`src/design/clns_pkg.sv`:
```
// Shared types, request codes and constant tables for the character LCD nibble sequencer.
package clns_pkg;

  localparam int CmdW    = 3;
  localparam int ByteW   = 8;
  localparam int ColW    = 6;
  localparam int RowW    = 3;
  localparam int NibW    = 4;
  localparam int WaitW   = 6;
  localparam int PhaseW  = 2;
  localparam int IdxW    = 3;

  localparam logic [CmdW-1:0] CMD_COMMAND = 3'd0;
  localparam logic [CmdW-1:0] CMD_DATA    = 3'd1;
  localparam logic [CmdW-1:0] CMD_SETPOS  = 3'd2;
  localparam logic [CmdW-1:0] CMD_CLEAR   = 3'd3;
  localparam logic [CmdW-1:0] CMD_INIT    = 3'd4;

  localparam logic [ByteW-1:0] DDRAM_SET   = 8'h80;
  localparam logic [ByteW-1:0] CLEAR_BYTE  = 8'h01;
  localparam logic [WaitW-1:0] POWERUP_MS  = 6'd40;
  localparam logic [WaitW-1:0] SETPOS_MS   = 6'd1;
  localparam logic [WaitW-1:0] CLEAR_MS    = 6'd2;
  localparam logic [WaitW-1:0] NIB3_MS     = 6'd1;
  localparam logic [NibW-1:0]  WAKE_NIB    = 4'h3;
  localparam logic [IdxW-1:0]  NIB3_COUNT  = 3'd3;
  localparam logic [IdxW-1:0]  INIT_BYTES  = 3'd6;

  // phase source for the datapath
  typedef enum logic [1:0] {
    K_POWER,
    K_NIB3,
    K_REQ_BYTE,
    K_INIT_BYTE
  } kind_t;

  // controller to datapath command for one phase
  typedef struct packed {
    logic              valid;
    kind_t             kind;
    logic [PhaseW-1:0] phase;
    logic [IdxW-1:0]   idx;
    logic              last;
  } ctl_t;

  function automatic logic [ByteW-1:0] row_base(input logic [1:0] r);
    logic [ByteW-1:0] b;
    unique case (r)
      2'd0:    b = 8'h00;
      2'd1:    b = 8'h40;
      2'd2:    b = 8'h14;
      default: b = 8'h54;
    endcase
    return b;
  endfunction

  function automatic logic [ByteW-1:0] init_byte(input logic [IdxW-1:0] i);
    logic [ByteW-1:0] b;
    unique case (i)
      3'd0:    b = 8'h28;
      3'd1:    b = 8'h28;
      3'd2:    b = 8'h0C;
      3'd3:    b = 8'h01;
      3'd4:    b = 8'h06;
      default: b = 8'h02;
    endcase
    return b;
  endfunction

  function automatic logic [WaitW-1:0] init_wait(input logic [IdxW-1:0] i);
    logic [WaitW-1:0] w;
    unique case (i)
      3'd3:    w = 6'd2;
      3'd5:    w = 6'd2;
      default: w = 6'd1;
    endcase
    return w;
  endfunction

endpackage

```
`src/design/clns_ctrl.sv`:
```
// Phase sequencing state machine for the character LCD nibble sequencer.
module clns_ctrl import clns_pkg::*; (
  input  logic            clk,
  input  logic            rst,
  input  logic            start,
  input  logic [CmdW-1:0] cmd,
  input  logic [RowW-1:0] row,
  output logic            busy,
  output logic            load,
  output ctl_t            ctl
);

  typedef enum logic [1:0] {
    S_IDLE,
    S_POWER,
    S_NIB3,
    S_BYTE
  } state_t;

  state_t            state;
  logic              init_run;
  logic [PhaseW-1:0] phase;
  logic [IdxW-1:0]   idx;
  logic              byte_req;

  assign busy = (state != S_IDLE);
  assign load = start && (state == S_IDLE);

  always_comb begin
    byte_req = 1'b0;
    unique case (cmd) inside
      CMD_COMMAND, CMD_DATA, CMD_CLEAR: byte_req = 1'b1;
      CMD_SETPOS:                       byte_req = (row[RowW-1:2] == '0);
      default:                          byte_req = 1'b0;
    endcase
  end

  always_ff @(posedge clk) begin
    if (rst) begin
      state     <= S_IDLE;
      init_run  <= 1'b0;
      phase     <= '0;
      idx       <= '0;
      ctl.valid <= 1'b0;
      ctl.kind  <= K_POWER;
      ctl.phase <= '0;
      ctl.idx   <= '0;
      ctl.last  <= 1'b0;
    end else begin
      ctl.valid <= 1'b0;
      ctl.last  <= 1'b0;
      ctl.phase <= phase;
      ctl.idx   <= idx;
      unique case (state)
        S_IDLE: begin
          phase <= '0;
          idx   <= '0;
          if (start) begin
            if (cmd == CMD_INIT) begin
              state    <= S_POWER;
              init_run <= 1'b1;
            end else if (byte_req) begin
              state    <= S_BYTE;
              init_run <= 1'b0;
            end
          end
        end
        S_POWER: begin
          ctl.valid <= 1'b1;
          ctl.kind  <= K_POWER;
          state     <= S_NIB3;
        end
        S_NIB3: begin
          ctl.valid <= 1'b1;
          ctl.kind  <= K_NIB3;
          if (phase[0]) begin
            phase <= '0;
            if (idx == NIB3_COUNT - 3'd1) begin
              idx   <= '0;
              state <= S_BYTE;
            end else begin
              idx <= idx + 3'd1;
            end
          end else begin
            phase <= phase + 2'd1;
          end
        end
        S_BYTE: begin
          ctl.valid <= 1'b1;
          ctl.kind  <= init_run ? K_INIT_BYTE : K_REQ_BYTE;
          phase     <= phase + 2'd1;
          if (phase == 2'd3) begin
            if (!init_run || idx == INIT_BYTES - 3'd1) begin
              ctl.last <= 1'b1;
              state    <= S_IDLE;
            end else begin
              idx <= idx + 3'd1;
            end
          end
        end
        default: state <= S_IDLE;
      endcase
    end
  end

endmodule

```
`src/design/clns_dpath.sv`:
```
// Request byte register and phase field generation for the nibble sequencer.
module clns_dpath import clns_pkg::*; (
  input  logic             clk,
  input  logic             rst,
  input  logic             load,
  input  logic [CmdW-1:0]  cmd,
  input  logic [ByteW-1:0] byte_value,
  input  logic [ColW-1:0]  column,
  input  logic [RowW-1:0]  row,
  input  ctl_t             ctl,
  output logic             strobe,
  output logic             reg_select,
  output logic [NibW-1:0]  nibble,
  output logic             enable,
  output logic             short_wait,
  output logic [WaitW-1:0] wait_ms,
  output logic             last
);

  logic [ByteW-1:0] req_byte;
  logic             req_rs;
  logic [WaitW-1:0] req_wait;

  logic [ByteW-1:0] req_byte_next;
  logic             req_rs_next;
  logic [WaitW-1:0] req_wait_next;

  logic [ByteW-1:0] cur_byte;
  logic             rs_next;
  logic [NibW-1:0]  nib_next;
  logic             en_next;
  logic [WaitW-1:0] wait_next;

  // latch the byte of a simple request
  always_comb begin
    req_byte_next = byte_value;
    req_rs_next   = 1'b0;
    req_wait_next = '0;
    unique case (cmd)
      CMD_DATA: req_rs_next = 1'b1;
      CMD_SETPOS: begin
        req_byte_next = (row_base(row[1:0]) + {2'b00, column}) | DDRAM_SET;
        req_wait_next = SETPOS_MS;
      end
      CMD_CLEAR: begin
        req_byte_next = CLEAR_BYTE;
        req_wait_next = CLEAR_MS;
      end
      default: ;
    endcase
  end

  always_ff @(posedge clk) begin
    if (load) begin
      req_byte <= req_byte_next;
      req_rs   <= req_rs_next;
      req_wait <= req_wait_next;
    end
  end

  // phase fields; byte phases send the high nibble in phases 0 and 1, enable high on even phases but not at power-up
  always_comb begin
    cur_byte  = (ctl.kind == K_INIT_BYTE) ? init_byte(ctl.idx) : req_byte;
    rs_next   = 1'b0;
    nib_next  = ctl.phase[1] ? cur_byte[NibW-1:0] : cur_byte[ByteW-1:NibW];
    en_next   = !ctl.phase[0];
    wait_next = '0;
    unique case (ctl.kind)
      K_POWER: begin
        nib_next  = '0;
        en_next   = 1'b0;
        wait_next = POWERUP_MS;
      end
      K_NIB3: begin
        nib_next  = WAKE_NIB;
        wait_next = ctl.phase[0] ? NIB3_MS : '0;
      end
      K_REQ_BYTE: begin
        rs_next   = req_rs;
        wait_next = (ctl.phase == 2'd3) ? req_wait : '0;
      end
      default: begin
        wait_next = (ctl.phase == 2'd3) ? init_wait(ctl.idx) : '0;
      end
    endcase
  end

  always_ff @(posedge clk) begin
    if (rst) begin
      strobe <= 1'b0;
    end else begin
      strobe <= ctl.valid;
    end
  end

  always_ff @(posedge clk) begin
    reg_select <= rs_next;
    nibble     <= nib_next;
    enable     <= en_next;
    short_wait <= en_next;
    wait_ms    <= wait_next;
    last       <= ctl.last;
  end

endmodule

```
`src/design/char_lcd_nibble_sequencer.sv`:
```
// Top level of the 4-bit character LCD nibble sequencer.
//
//   channel  | handshake          | fields
//   ---------+--------------------+----------------------------------------------
//   request  | start, busy        | cmd, byte_value, column, row
//   phase    | strobe (no stall)  | reg_select, nibble, enable, short_wait,
//            |                    | wait_ms, last
//
// An item is taken when start is high and busy is low. The controller then
// issues one phase per cycle; each phase is registered in the datapath and
// appears on the outputs for a single cycle with strobe high. Byte requests
// give four phases, initialise gives 31; busy stays high until the last
// phase has been issued, so no new request is taken before then. Set position
// to rows 4 to 7 and unknown codes give no phases. Synchronous reset returns
// the controller to idle and drops strobe. The receiver cannot stall.
module char_lcd_nibble_sequencer import clns_pkg::*; (
  input  logic             clk,
  input  logic             rst,
  input  logic             start,
  output logic             busy,
  input  logic [CmdW-1:0]  cmd,
  input  logic [ByteW-1:0] byte_value,
  input  logic [ColW-1:0]  column,
  input  logic [RowW-1:0]  row,
  output logic             strobe,
  output logic             reg_select,
  output logic [NibW-1:0]  nibble,
  output logic             enable,
  output logic             short_wait,
  output logic [WaitW-1:0] wait_ms,
  output logic             last
);

  logic load;   // item accepted this cycle
  ctl_t ctl;    // per-phase command into the datapath

  clns_ctrl u_ctrl (
    .clk   (clk),
    .rst   (rst),
    .start (start),
    .cmd   (cmd),
    .row   (row),
    .busy  (busy),
    .load  (load),
    .ctl   (ctl)
  );

  clns_dpath u_dpath (
    .clk        (clk),
    .rst        (rst),
    .load       (load),
    .cmd        (cmd),
    .byte_value (byte_value),
    .column     (column),
    .row        (row),
    .ctl        (ctl),
    .strobe     (strobe),
    .reg_select (reg_select),
    .nibble     (nibble),
    .enable     (enable),
    .short_wait (short_wait),
    .wait_ms    (wait_ms),
    .last       (last)
  );

endmodule
```
`config.mk`:
```
export PLATFORM = sky130hd
export DESIGN_NAME = char_lcd_nibble_sequencer
export DESIGN_NICKNAME = d
export VERILOG_FILES = /design/src/design/clns_pkg.sv /design/src/design/clns_ctrl.sv /design/src/design/clns_dpath.sv /design/src/design/char_lcd_nibble_sequencer.sv
export SDC_FILE = /design/constraint.sdc
export NUM_CORES = 1
export LEC_CHECK = 0
export ABC_AREA = 1
export ABC_CLOCK_PERIOD_IN_PS = 4310
export BUFFER_PORTS_ARGS = -buffer_cell sky130_fd_sc_hd__buf_4
export CORE_MARGIN = 2
export CORE_UTILIZATION = 46
export DETAILED_ROUTE_END_ITERATION = 8
export HOLD_SLACK_MARGIN = 0.05
export PLACE_DENSITY = 0.76
export SLEW_MARGIN = 20
export SYNTH_ARGS = -nofsm -noshare
export SYNTH_HDL_FRONTEND = slang
export SYNTH_HIERARCHICAL = 1
export SYNTH_SLANG_ARGS = --single-unit
```
`constraint.sdc`:
```
create_clock -name clk -period 4.31 [get_ports clk]
set_input_delay 0 -clock clk [delete_from_list [all_inputs] [get_ports clk]]
set_output_delay 0 -clock clk [all_outputs]
set_load 0.005 [all_outputs]
```
# Yosys cells after proc, flatten, opt, wreduce, memory -nomap -nowiden
# Index checks and enable logic that the tools add are counted.
# op_classes
add_sub_neg,3
n_eq_ne,28
n_mux,35
bitwise_logic,3
reduce_logical,20
# ops
operator,n
case mux 6 bit (4 select lines),1
case mux 7 bit (3 select lines),1
two-way mux 2 bit,10
case mux 3 bit (3 select lines),2
case mux 6 bit (3 select lines),1
case mux 8 bit (2 select lines),1
== test 3 x 2 -> 1 bit (second input constant),5
== test 2 bit (second input constant),7
== test 3 bit (second input constant),4
two-way mux 3 bit,4
two-way mux 8 bit,1
!= test 2 x 1 -> 1 bit (second input constant),4
case mux 2 bit (4 select lines),1
case mux 4 bit (2 select lines),1
adder 7 x 6 -> 7 bit,1
two-way mux 7 bit,1
== test 2 x 1 -> 1 bit (second input constant),3
== test 3 x 1 -> 1 bit (second input constant),2
zero test 2 bit,3
zero test 3 bit,2
two-way mux 1 bit,6
two-way mux 6 bit,1
case mux 2 bit (3 select lines),1
AND reduction 6 bit,1
17 further kinds,25
# word_totals
reg_bits,46
out_inout_bits,16

# Longest topological paths before layout
# logic_depth
ltp_word,7
ltp_mapped,11
depth_no_buf,11

# Hierarchy
# The synthesis kept the hierarchy.
# by_module_without_submodules
mod,instances,cells_each,area_each_um2,seq_area_each_um2
clns_dpath,1,131,1063.5,550.5
clns_ctrl,1,118,887.1,340.3

# Worst setup path before layout
# Ideal clock, no wire load.
# synth_path
path_kind,register to register
startpoint,register u_ctrl.state[0]
endpoint,register u_ctrl.idx[0]
arrival_ns,1.252
required_time_ns,4.195
path_slack_ns,2.943
path_stages_with_launch,10
n_path_buf,0
path_cell_list,dfxtp_1 -> inv_1 -> ha_1 -> nand2_4 -> nand2_4 -> nor2_2 -> nand2_1 -> nand2_1 -> nand2_1 -> and2_1
# synth_between
elab_chain_len,3
elab_cells_between_ends,9
cone_classes,eq/ne: 5; mux: 1; reduce/logical: 3
# synth_lines
element,line_no,text
from (decl),clns_ctrl.sv:20,state_t state;
from (signal assigned),clns_ctrl.sv:40,state <= S_IDLE;
from (signal assigned),clns_ctrl.sv:60,state <= S_POWER;
from (signal assigned),clns_ctrl.sv:63,state <= S_BYTE;
== test 2 bit / zero test 2 bit (equally long branches),clns_ctrl.sv:54,unique case (state)
!= test 2 x 1 -> 1 bit (no line) (tied with other cells),-,
AND reduction 4 bit (no line),-,
to (signal assigned),clns_ctrl.sv:82,idx <= idx + 3'd1;
to (signal assigned),clns_ctrl.sv:97,idx <= idx + 3'd1;
to (decl),clns_ctrl.sv:23,logic [IdxW-1:0] idx;
# Several ways; a longest one is shown, not always the timed one.
# A chain may end at the register's enable or synchronous reset.

# Worst setup path after layout
# layout_path
startpoint,input port cmd[1]
endpoint,"register u_dpath.req_byte[1], data pin"
# layout_between
elab_chain_len,2
elab_cells_between_ends,3
cone_classes,eq/ne: 2; mux: 1
# layout_lines
element,line_no,text
from (decl),char_lcd_nibble_sequencer.sv:21,"input logic [CmdW-1:0] cmd,"
== test 3 x 2 -> 1 bit,clns_dpath.sv:39,unique case (cmd)
case mux 8 bit (2 select lines) *,clns_dpath.sv:39,
net u_dpath.req_byte_next[1],clns_dpath.sv:24,logic [ByteW-1:0] req_byte_next;
to (signal assigned),clns_dpath.sv:55,req_byte <= req_byte_next;
to (decl),clns_dpath.sv:20,logic [ByteW-1:0] req_byte;
# Mark *: on every way through the listed nets, which the timed path passes. The rest lies on a longest branch.

==> summary.md <==
| Metric | Value |
|---|---|
| Status | completed |
| First-pass GRT wire length | 6.58 mm |
| Post-synth EDFFs | 11 |
| Worst Hold Class | primary input to flop |
| Setup Viol. Count Final | 0 |
| Warnings, synthesis | 6 |
| Final setup TNS | 0 ns |
| Peak VDD IR | 0.000246 V |
| Die W | 69.1 um |
| Routed len/inst | 10.6 um |
| H-tree levels | 2 |
| Worst skew pair latency | 0.29 ns |
| Max stage delay on crit path | 0.56 ns |
| Placed insts | 330 |
| Antenna violations before repair | 0 |
| Layout cell share with drive strength beyond 1 | 0.208 |
| P&R area growth vs syn | 30.0% |
| Cell Rows | 23 |
| Boundary pin count | 39 |
| Vias in the first global route | 1,593 |
| Max Fanout on Critical Path | 6 |
| Crit path time final | 1.68 ns |
| Final Cycle Share | 0.389 |
| Clock root buffer | clkbuf_8 |
| Seq/Total Area, Yosys | 0.457 |
| Post-synthesis adder-cell area fraction | 0.0834 |
| Post-synth cell types | 30 |
| DR iter-0 viols | 84 |
| Max Cap Viol | 0 |
| # diodes | 0 |
| Gr ovfl total | 0 |
| Clock transition at the registers of the reported paths | 0.08 ns |
| Synth Area per Inst | 7.83 um^2 |
| Syn Inst Count | 249 |
| Largest family of logic cells by synthesized area | simple AND/OR/NAND/NOR gates |
| IO Port Bufs | 36 |
| Main flop type after synthesis | dfxtp_1 |
| Post-Layout Cell Count | 353 |
| Peak Freq | 596 MHz |
| Synth Register Bits | 39 |
| Gp weighted congestion | 0.875 |
| Total track usage | 0.168 |
| Max Root-Sink Buffers | 2 |
| Largest net degree at the start of global routing | 15 |
| Cts hold-fix bufs | 15 |
| XOR/XNOR Fraction of Synth Area | 0 |
| Final Hold Viols | 0 |
| Die area | 4780 um^2 |
| Antenna Nets Post-Route | 0 |
| Final Slew Violations | 0 |
| Crit-path most repeated cell | nand2_1 |
| CP arrival | 1.72 ns |
| Router iterations before antenna repair | 4 |
| RSZ-0062 raised after global routing | no |
| Worst Path Buf+Inv | 4 |
| Synth Area in Compound Gates | 0.0815 |
| Clock Skew | 0.00403 ns |
| Mapped Area | 1950 um^2 |
| Detailed placer's ending HPWL | 2.64 mm |
| NumNets Final | 338 |
| Static Leak | 1.23 nW |
| WP data required | 4.35 ns |
| CP max stage cell | dlygate4sd3_1 |
| Multiplexer area fraction after synthesis | 0.00513 |
| Residual DRC | 0 |
| Initial Util | 0.484 |
| Simple-gate share of the synthesized area | 0.282 |
| Pwr dens | 491 nW/um^2 |
| Kind of start point of the critical path | primary input |
| Worst setup EP type | flop |
| Number of vias in the routed layout | 1,673 |
| Die height | 69.1 um |
| Crit Path Category | primary input to flop |
| CTS tree | built |
| CTS resizes | 0 |
| Finished Core Util | 0.630 |
| Clock Sinks | 39 |
| FFs w/ async S/R, synth | 0 |
| Number of vias per cell | 4.74 |
| Final WL | 3.74 mm |
| Worst path cell trace | dlygate4sd3_1 -> buf_4 -> nand3_1 -> nand2_1 -> inv_2 -> nand2_1 -> nand2_1 -> dlygate4sd3_1 |
| Most frequent cells in the layout | nand2_1, buf_4, inv_1 |
| Setup Fix Bufs, Post-CTS | 0 |
| Core area | 4030 um^2 |
| Commonest non-fill, non-tap cell in the layout | nand2_1 |
| TritonCTS buffer count | 5 |
| Crit-path leading delay family | buffers and inverters |
| R2R Setup Slk | 2.65 ns |
registers in the layout, summed over array words and instances (netlist names), 2 cells and up:
register	cells
u_ctrl/ctl	9
u_ctrl/idx	3
u_ctrl/phase	2
u_ctrl/state	2
u_dpath/nibble	4
u_dpath/req_byte	8
u_dpath/req_wait	2
u_dpath/wait_ms	3
worst register-to-register path, cell delays in order (launching register included):
cell           delay [ns]
dfxtp_1              0.35
inv_1                0.13
ha_1                 0.22
inv_1                0.07
o21ai_0              0.16
a21oi_1              0.08
dlygate4sd3_1        0.55
worst paths after layout:
path	to	depth (start not counted)	from
max	u_dpath/req_byte[1]	8	cmd[1]
min	u_dpath/req_wait[1]	3	cmd[0]
max reg2reg	u_ctrl/init_run	6	u_ctrl/state[0]
min reg2reg	u_dpath/last	0	u_ctrl/ctl[0]
kinds of logic after synthesis:
family	after synthesis
other cells	1
mux	1
compound gates	28
fa+ha+maj	13
simple gates	126
flops	39
buf+inv	41
cells in the mapped netlist (2+ instances only):
cell	n	area share
edfxtp_1	11	0.17
nand2_1	71	0.14
inv_2	5	0.0096
buf_4	4	0.015
o21ai_0	4	0.010
nand2_4	3	0.017
nor3_1	2	0.0051
clkbuf_1	2	0.0039
ha_1	13	0.083
nand2_2	5	0.016
o21ai_1	3	0.0077
dfxtp_1	28	0.29
inv_1	29	0.056
nor2_1	21	0.040
nand3_1	17	0.044
nor2_2	4	0.013
a21oi_1	14	0.036
cell type report:
| type | count | area (um^2) |
|---|---|---|
| Multi-Input combinational cell | 170 | 890 |
| Inverter | 35 | 136 |
| Sequential cell | 39 | 891 |
| Timing Repair Buffer | 51 | 420 |
| Clock buffer | 5 | 68.8 |
| Clock inverter | 3 | 67.6 |
| Fill cell | 367 | 1490 |
| Tap cell | 50 | 62.6 |
metrics by stage:
step / worst slack, ns / power, mW / hold slack [ns] / instance area (um^2)
after floorplan: 2.94 / 0.769 / 0.0712 / 1950
after global placement: 2.89 / 0.871 / 0.269 / 2250
after detailed placement: 2.84 / 0.878 / 0.268 / 2250
after CTS: 2.64 / 1.25 / 0.0731 / 2540
after global routing: 2.50 / 1.33 / 0.112 / 2540
final: 2.63 / 1.24 / 0.0812 / 2540
routing by layer:
layer	global-route usage	wire, um
met1	0.198	1760
met2	0.279	1750
met3	0.0424	145
met4	0.0937	93
met5	0	0
where the power goes:
group          leakage [nW]  internal, mW  switching, mW
combinational         0.828         0.165          0.210
clock                0.0644         0.231          0.129
sequential            0.333         0.462         0.0489
total                  1.23         0.857          0.388
No activity file was read; power rests on OpenSTA's default activity.
